$ cat src/hw/rtl/pit_pkg.sv
`timescale 1ns / 1ps
`default_nettype none

package pit_pkg;

    typedef enum logic [1:0] {
        PH_IDLE = 2'd0,
        PH_WORK = 2'd1,
        PH_BUZZ = 2'd2
    } phase_t;

    localparam logic CFG_WORK_SECONDS = 1'b0;
    localparam logic CFG_BUZZ_TENTHS  = 1'b1;

    localparam int WORK_W   = 13;
    localparam int BUZZ_W   = 10;
    localparam int COUNT_W  = 16;
    localparam int SHOWN_W  = 17;
    localparam int SECS_W   = 13;
    localparam int MIN_W    = 8;

    localparam logic [MIN_W-1:0]  MAX_MINUTES = 8'd99;
    localparam logic [19:0]       RECIP_10    = 20'd838861;
    localparam logic [13:0]       RECIP_60    = 14'd8739;

    // v < 100: tens digit by reciprocal multiply
    function automatic logic [3:0] tens_of(input logic [6:0] v);
        logic [17:0] p;
        p = 18'(v) * 18'd205;
        return p[14:11];
    endfunction

    function automatic logic [3:0] ones_of(input logic [6:0] v);
        logic [6:0] t;
        t = 7'(tens_of(v)) * 7'd10;
        return v[3:0] - t[3:0];
    endfunction

endpackage

`default_nettype wire

$ cat src/hw/rtl/phase_interval_timer.sv
`timescale 1ns / 1ps
`default_nettype none

// Three-phase interval timer (idle, work, buzz) counted in tenths of a second.
// A tick word (op 0) counts the running phase down and produces no output; a
// refresh word (op 1) produces one output word with the time as decimal digits,
// the buzzer level and the phase seen before it, and starts the work phase if
// start_pressed is set while idle. Both kinds of word are taken one per cycle
// while in_stall is low; timer state updates in the accept cycle and each
// refresh result goes through a five-stage digit pipeline (capture, divide
// by ten, divide by sixty and remainder, saturation, digit split). Input
// stall rises only when all five stages hold words and the output is stalled.
// Config writes apply at the next phase load, or at once to the idle readout.
module phase_interval_timer (
    input  wire logic        clk,
    input  wire logic        rst_n,
    input  wire logic        cfg_we,
    input  wire logic        cfg_index,
    input  wire logic [12:0] cfg_data,
    input  wire logic        in_valid,
    output logic             in_stall,
    input  wire logic        op,
    input  wire logic        start_pressed,
    output logic             out_valid,
    input  wire logic        out_stall,
    output logic [3:0]       minutes_tens,
    output logic [3:0]       minutes_ones,
    output logic [2:0]       seconds_tens,
    output logic [3:0]       seconds_ones,
    output logic [3:0]       tenths_digit,
    output logic             buzzer_on,
    output logic [1:0]       phase
);

    logic [pit_pkg::WORK_W-1:0]  work_seconds_reg;
    logic [pit_pkg::BUZZ_W-1:0]  buzz_tenths_reg;
    pit_pkg::phase_t             phase_reg, phase_next;
    logic [pit_pkg::COUNT_W-1:0] remaining_reg, remaining_next;

    logic v1_reg, v2_reg, v3_reg, v4_reg, v5_reg;
    logic rdy1, rdy2, rdy3, rdy4, rdy5;
    logic accept, running;

    logic [pit_pkg::SHOWN_W-1:0] work_full;
    logic [pit_pkg::COUNT_W-1:0] work_load;
    logic [pit_pkg::SHOWN_W-1:0] shown;

    logic [pit_pkg::SHOWN_W-1:0] shown1_reg;
    pit_pkg::phase_t             ph1_reg, ph2_reg, ph3_reg, ph4_reg;
    logic [pit_pkg::SECS_W-1:0]  q10_2_reg, q10_3_reg;
    logic [3:0]                  lo2_reg;
    logic [3:0]                  tenths3_reg, tenths4_reg;
    logic [pit_pkg::MIN_W-1:0]   min3_reg;
    logic [6:0]                  min4_reg;
    logic [5:0]                  sec4_reg;

    logic [36:0]                 prod10;
    logic [26:0]                 prod60;
    logic [7:0]                  q10x10;
    logic [13:0]                 min_x60;
    logic [6:0]                  min_sat;

    assign rdy5     = !v5_reg || !out_stall;
    assign rdy4     = !v4_reg || rdy5;
    assign rdy3     = !v3_reg || rdy4;
    assign rdy2     = !v2_reg || rdy3;
    assign rdy1     = !v1_reg || rdy2;
    assign in_stall = !rdy1;
    assign accept   = in_valid && rdy1;
    assign running  = (phase_reg == pit_pkg::PH_WORK) || (phase_reg == pit_pkg::PH_BUZZ);

    assign work_full = (pit_pkg::SHOWN_W'(work_seconds_reg) << 3)
                     + (pit_pkg::SHOWN_W'(work_seconds_reg) << 1);
    assign work_load = work_full[pit_pkg::SHOWN_W-1] ? {pit_pkg::COUNT_W{1'b1}}
                                                     : work_full[pit_pkg::COUNT_W-1:0];
    assign shown     = running ? pit_pkg::SHOWN_W'(remaining_reg) : work_full;

    always_comb
    begin
        phase_next     = phase_reg;
        remaining_next = remaining_reg;
        if (accept)
        begin
            if (!op)
            begin
                if (running)
                begin
                    if (remaining_reg <= pit_pkg::COUNT_W'(1))
                    begin
                        if (phase_reg == pit_pkg::PH_WORK)
                        begin
                            phase_next     = pit_pkg::PH_BUZZ;
                            remaining_next = pit_pkg::COUNT_W'(buzz_tenths_reg);
                        end
                        else
                        begin
                            phase_next     = pit_pkg::PH_WORK;
                            remaining_next = work_load;
                        end
                    end
                    else
                    begin
                        remaining_next = remaining_reg - pit_pkg::COUNT_W'(1);
                    end
                end
            end
            else if (!running && start_pressed)
            begin
                phase_next     = pit_pkg::PH_WORK;
                remaining_next = work_load;
            end
        end
    end

    assign prod10  = 37'(shown1_reg) * 37'(pit_pkg::RECIP_10);
    assign prod60  = 27'(q10_2_reg) * 27'(pit_pkg::RECIP_60);
    assign q10x10  = 8'(q10_2_reg[3:0]) * 8'd10;
    assign min_x60 = 14'(min3_reg) * 14'd60;
    assign min_sat = (min4_reg > 7'(pit_pkg::MAX_MINUTES)) ? 7'(pit_pkg::MAX_MINUTES)
                                                           : min4_reg;

    always_ff @(posedge clk or negedge rst_n)
    begin
        if (!rst_n)
        begin
            work_seconds_reg <= pit_pkg::WORK_W'(60);
            buzz_tenths_reg  <= pit_pkg::BUZZ_W'(10);
            phase_reg        <= pit_pkg::PH_IDLE;
            remaining_reg    <= '0;
            v1_reg           <= 1'b0;
            v2_reg           <= 1'b0;
            v3_reg           <= 1'b0;
            v4_reg           <= 1'b0;
            v5_reg           <= 1'b0;
        end
        else
        begin
            if (cfg_we)
            begin
                case (cfg_index)
                    pit_pkg::CFG_WORK_SECONDS: work_seconds_reg <= cfg_data;
                    pit_pkg::CFG_BUZZ_TENTHS:  buzz_tenths_reg  <= cfg_data[pit_pkg::BUZZ_W-1:0];
                    default: ;
                endcase
            end
            phase_reg     <= phase_next;
            remaining_reg <= remaining_next;
            if (rdy1) v1_reg <= in_valid && op;
            if (rdy2) v2_reg <= v1_reg;
            if (rdy3) v3_reg <= v2_reg;
            if (rdy4) v4_reg <= v3_reg;
            if (rdy5) v5_reg <= v4_reg;
        end
    end

    always_ff @(posedge clk)
    begin
        if (rdy1)
        begin
            shown1_reg <= shown;
            ph1_reg    <= phase_reg;
        end
        if (rdy2)
        begin
            q10_2_reg <= prod10[35:23];
            lo2_reg   <= shown1_reg[3:0];
            ph2_reg   <= ph1_reg;
        end
        if (rdy3)
        begin
            min3_reg    <= prod60[26:19];
            q10_3_reg   <= q10_2_reg;
            tenths3_reg <= lo2_reg - q10x10[3:0];
            ph3_reg     <= ph2_reg;
        end
        if (rdy4)
        begin
            min4_reg    <= (min3_reg > pit_pkg::MAX_MINUTES) ? 7'(pit_pkg::MAX_MINUTES)
                                                             : min3_reg[6:0];
            sec4_reg    <= q10_3_reg[5:0] - min_x60[5:0];
            tenths4_reg <= tenths3_reg;
            ph4_reg     <= ph3_reg;
        end
        if (rdy5)
        begin
            minutes_tens <= pit_pkg::tens_of(min_sat);
            minutes_ones <= pit_pkg::ones_of(min_sat);
            seconds_tens <= 3'(pit_pkg::tens_of(7'(sec4_reg)));
            seconds_ones <= pit_pkg::ones_of(7'(sec4_reg));
            tenths_digit <= tenths4_reg;
            buzzer_on    <= (ph4_reg == pit_pkg::PH_BUZZ);
            phase        <= ph4_reg;
        end
    end

    assign out_valid = v5_reg;

endmodule

`default_nettype wire

$ cat config.mk
export PLATFORM = sky130hd
export DESIGN_NAME = phase_interval_timer
export DESIGN_NICKNAME = d
export VERILOG_FILES = /design/src/hw/rtl/pit_pkg.sv /design/src/hw/rtl/phase_interval_timer.sv
export SDC_FILE = /design/constraint.sdc
export NUM_CORES = 1
export LEC_CHECK = 0
export ABC_AREA = 1
export BUFFER_PORTS_ARGS = -buffer_cell sky130_fd_sc_hd__buf_2
export CAP_MARGIN = 20
export CORE_ASPECT_RATIO = 0.8
export CORE_MARGIN = 2
export CORE_UTILIZATION = 59
export DETAILED_ROUTE_END_ITERATION = 12
export GPL_TIMING_DRIVEN = 0
export PLACE_DENSITY = 0.86
export SLEW_MARGIN = 20
export SYNTH_ARGS = -nofsm -noshare
export SYNTH_HDL_FRONTEND = slang
export SYNTH_SLANG_ARGS = --single-unit
$ cat constraint.sdc
create_clock -name clk -period 4.9 [get_ports clk]
set_input_delay 0.735 -clock clk [delete_from_list [all_inputs] [get_ports clk]]
set_output_delay 0.735 -clock clk [all_outputs]
set_load 0.01 [all_outputs]
## Word level (Yosys, flattened, before mapping)

Index checks and enable logic that the tools add are counted.

| storage, ports and cells | value |
|---|---|
| logic and storage cells | 88 |
| flip-flop bits (word level) | 145 |
| bits of input ports | 21 |
| output and inout port bits | 24 |

| cells by class | value |
|---|---|
| $add $sub $neg | 6 |
| reduce and logical (&&, ||, !) cells | 23 |
| multipliers | 8 |
| multiplexer cells | 13 |
| bitwise logic cells | 1 |
| $lt $le $gt $ge | 3 |
| equality and inequality tests | 4 |

Operators with widths:

| operator | number |
|---|---|
| $mux W16 | 7 |
| $mul A17 B20 Y36 const B | 1 |
| $mul A13 B14 Y27 const B | 1 |
| $add A16 B14 Y17 | 1 |
| $le A16 B1 Y1 const B | 1 |
| $sub A16 B1 Y16 const B | 1 |
| $mul A7 B8 Y15 const B | 1 |
| $mul A6 B8 Y14 const B | 1 |
| $sub A4 B4 Y4 | 3 |
| $mux W2 | 5 |
| $gt A8 B7 Y1 const B | 1 |
| $logic_not A1 Y1 | 8 |
| $mul A4 B3 Y3 const B | 2 |
| $mul A8 B4 Y4 const B | 1 |
| $gt A7 B7 Y1 const B | 1 |
| $mux W7 | 1 |
| $logic_or A1 B1 Y1 | 6 |
| $sub A6 B6 Y6 | 1 |
| $eq A2 B2 Y1 const B | 2 |
| $reduce_and A2 Y1 | 2 |
| $reduce_and A4 Y1 | 1 |
| $reduce_bool A2 Y1 | 2 |
| $logic_and A1 B1 Y1 | 3 |
| $mul A3 B3 Y3 const B | 1 |
| other kinds (4) | 4 |

## Depth between registers and ports, before layout

| depth | value |
|---|---|
| depth in word-level cells | 8 |
| gate-level depth with buffers | 26 |

## Worst setup path after synthesis

Ideal clock, no wire load.

| path | value |
|---|---|
| path kind | reg-to-reg |
| start | reg shown1_reg[9] in the netlist's numbering |
| end | reg q10_2_reg[8] in the netlist's numbering, data pin |
| buffers on the path | 0 |
| stages on the path, launching flop included | 22 |
| setup slack | -86 ps |
| arrival time | 4733 ps |
| cells stage by stage | edfxtp_1 -> inv_1 -> ha_1 -> inv_1 -> fa_1 -> inv_1 -> fa_1 -> inv_1 -> fa_1 -> inv_1 -> fa_1 -> fa_1 -> inv_1 -> ha_1 -> nand2_1 -> nand2_1 -> a31oi_1 -> o21ai_0 -> a211oi_1 -> nand2_1 -> nand2_1 -> nand2_1 |

| between the ends | value |
|---|---|
| word-level cells in the longest chain between the ends | 1 |

Ends and longest elaborated chain:

| item | RTL line | text |
|---|---|---|
| start, declared | phase_interval_timer.sv:48 | `logic [pit_pkg::SHOWN_W-1:0] shown1_reg;` |
| start signal, assigned | phase_interval_timer.sv:160 | `shown1_reg <= shown;` |
| $mul A17 B20 Y36 | phase_interval_timer.sv:115 | `assign prod10 = 37'(shown1_reg) * 37'(pit_pkg::RECIP_10);` |
| via prod10[31] | phase_interval_timer.sv:57 | `logic [36:0] prod10;` |
| end signal, assigned | phase_interval_timer.sv:165 | `q10_2_reg <= prod10[35:23];` |
| end, declared | phase_interval_timer.sv:50 | `logic [pit_pkg::SECS_W-1:0] q10_2_reg, q10_3_reg;` |

The timed path passes the listed nets, and every way through them passes these cells.
A chain may end at the register's enable or synchronous reset.

## Worst setup path after layout

| path | value |
|---|---|
| start | reg shown1_reg[6] in the netlist's numbering |
| end | reg q10_2_reg[12] in the netlist's numbering, data pin |

The elaborated chain is that of the path after synthesis.

==> reports/metrics.cfg <==
[cts]
numClockSinks = 145
clk_pin_slew_worst_paths_ns = 0.06
clockRootBuffer = clkbuf_16
clk_latency_ns = 0.44
clockBufferDepth = 2
hold_buffers = 0
cts_buffers = 17
cts_tree = done
htree_num_levels = 4

[route]
vias_per_cell = 5.66
dr.pass1.iters = 6
routed_wl_mm = 39.2
drc = 0
via_count = 12724
drt.antenna.violating_nets = 0
drtIter0Drc = 1090
wl_per_cell_um = 17.4

[finish]
largest_reg_flops = 17
area_growth_pct = 16.4
layout-drive-gt1-share_pct = 17.6
register_area_mm2 = 0.00413
multi_input_area_mm2 = 0.0108
fillers = 1923
final-instance-count-excl-fill = 2248
nets = 2295
n_antenna_cell = 0

[floorplanning]
core-area_mm2 = 0.0261
dieArea_mm2 = 0.0277
io_pins = 45
die_w_um = 186
start_util_pct = 59.6
fp-row-count = 53
die_y_um = 149

[critical_path]
path_cells = inv_1 > ha_4 > fa_1 > inv_2 > fa_2 > inv_2 > fa_1 > fa_1 > fa_2 > inv_2 > ha_4 > nand2_4 > nor2_4 > inv_4 > o21ai_2 > inv_1 > nand2_2 > nand2_2 > nand3_1 > nand2_2
cp_slowest_cell = fa_2
cp.arrival_ns = 5.29
critPathBufInv = 6
worst_setup_path_end_kind = register
slowest_delay_ns = 0.62
crit_fanout = 3
path_delay_family = adder cells
required_ns = 5.09
critPathKind = register to register
cp-start-kind = register

[global_route]
grt_pass1_wl_mm = 60.7
grt_max_degree = 47
gr-total-overflow = 0
track_usage_pct = 28.1
antenna_found_initial = 0
grt_pass1_vias = 12483

[synth]
postSynthAreaPerCell_um2 = 8.79
syn_nets = 2189
synth_flop_cell = edfxtp_1
synth-edff-count = 99
yosysUniqueCellTypes = 51
synth_cells = 1772
syn-cell-area_mm2 = 0.0156
yosys-top-cells-count = inv_1 (397), nand2_1 (289), ha_1 (276), fa_1 (120), nor2_1 (120)
synth_most_common_cell = inv_1
yosysTopAreaCell = ha_1
ys_warn_count = 0
ys_seq_area_share_pct = 26.5
ys_top_cells_by_area = ha_1 (22%), edfxtp_1 (19%), fa_1 (15%)
ys_seq_elements = 145
synth_top_area_share_pct = 22.2
synthArstFlopShare_pct = 31.7

[timing]
tightest_slew_ns = 0.755
clock.fmax_mhz = 196
rsz0062_at_grt = true
timing.final.crit_period_ns = 5.10
min_period_over_period_pct = 104
setup_slack_ns = -0.202
drv_slew = 0
relSlewSlack_pct = 49.6
hold_violations = 0
finalSetupViolations = 13
fin_skew_ns = 0.00959

[run_status]
status = finished with violations
violations = negative setup slack

[placed_design]
dp_hpwl_mm = 29.5
port_buffers = 44
dp.cells = 2173
gp_congestion = 0.954

[flow_run]
cap_viol_max_count = 0

[worst_hold_path]
hold_path_class = primary input to asynchronous set/reset pin

## worst paths after layout
kind,end,slack [ns],startpoint,depth (start not counted)
min in group clk,tenths3_reg[0]$_DFFE_PP_,0.42,lo2_reg[0]$_DFFE_PP_,0
max reg2reg,q10_2_reg[12]$_DFFE_PP_,-0.20,shown1_reg[6]$_DFFE_PN_,20
min reg2reg,tenths3_reg[0]$_DFFE_PP_,0.42,lo2_reg[0]$_DFFE_PP_,0
max in group asynchronous,work_seconds_reg[12]$_DFFE_PN0P_,4.17,rst_n,1
max,q10_2_reg[12]$_DFFE_PP_,-0.20,shown1_reg[6]$_DFFE_PN_,20
min,out_valid$_DFFE_PN0P_,0.29,rst_n,1
## logic make-up after synthesis
| logic type | count (synthesis) | share of synthesized area [%] |
|---|---|---|
| AOI/OAI and AO/OA | 229 | 8.30 |
| buffers and inverters | 413 | 10.0 |
| xor gates and xnor gates | 39 | 2.19 |
| adders and majority gates | 396 | 37.6 |
| DFF | 145 | 26.5 |
| muxes | 1 | 0.0723 |
| and+or+nand+nor | 549 | 15.3 |
## area by class of cell
| type | instances | area share [%] |
|---|---|---|
| multi-input combinational | 1214 | 59.8 |
| sequential | 145 | 22.8 |
| inverter | 401 | 8.37 |
| timing repair buffer | 87 | 3.07 |
| clock buffer | 21 | 2.60 |
| tap | 357 | 2.46 |
| clock inverter | 11 | 0.642 |
| buffer | 12 | 0.304 |
## through the flow
step	hold slack, ns	setup TNS, ns	area (µm²)	util [%]	setup WS, ns
2_1_floorplan	0.400	-0.0409	15600	-	-0.0409
3_3_place_gp	0.402	-4.95	16300	62.3	-0.500
3_5_place_dp	0.406	-6.00	16300	62.3	-0.572
4_1_cts	0.420	-0.611	17500	67.1	-0.147
5_1_grt	0.342	-3.64	18100	69.4	-0.352
6_report	0.292	-1.90	18100	69.4	-0.202
## placed cells by master, fill, tap and decap left out, types with 23 or more instances in the layout
cell      instances
buf_2            44
nand2_1         263
nor2_1           94
inv_1           364
a21oi_1          62
fa_1            111
o21ai_0          66
dfrtp_1          40
ha_4             26
ha_1            248
edfxtp_1         99
nand3_1          63
buf_4            43
xor2_1           23
inv_2            31
## what timing repair did
action / 4_1_cts / 5_1_grt
buffers inserted: 33 / 10
resized for setup: 110 / 124
setup endpoints to repair: 13 / 14
pin swaps: 64 / 71
## routing by layer
| layer | vias to the layer above | wire, µm | global-route usage, % |
|---|---|---|---|
| met4 | 0 | 1210 | 7.32 |
| met5 | - | 0 | 0 |
| li1 | 5956 | - | - |
| met3 | 129 | 3330 | 5.30 |
| met2 | 640 | 18200 | 45.7 |
| met1 | 5999 | 16400 | 38.9 |
Power is left out: the tool's default activity adds up to more than one toggle a clock period on the data nets, which glitch-free logic cannot reach.
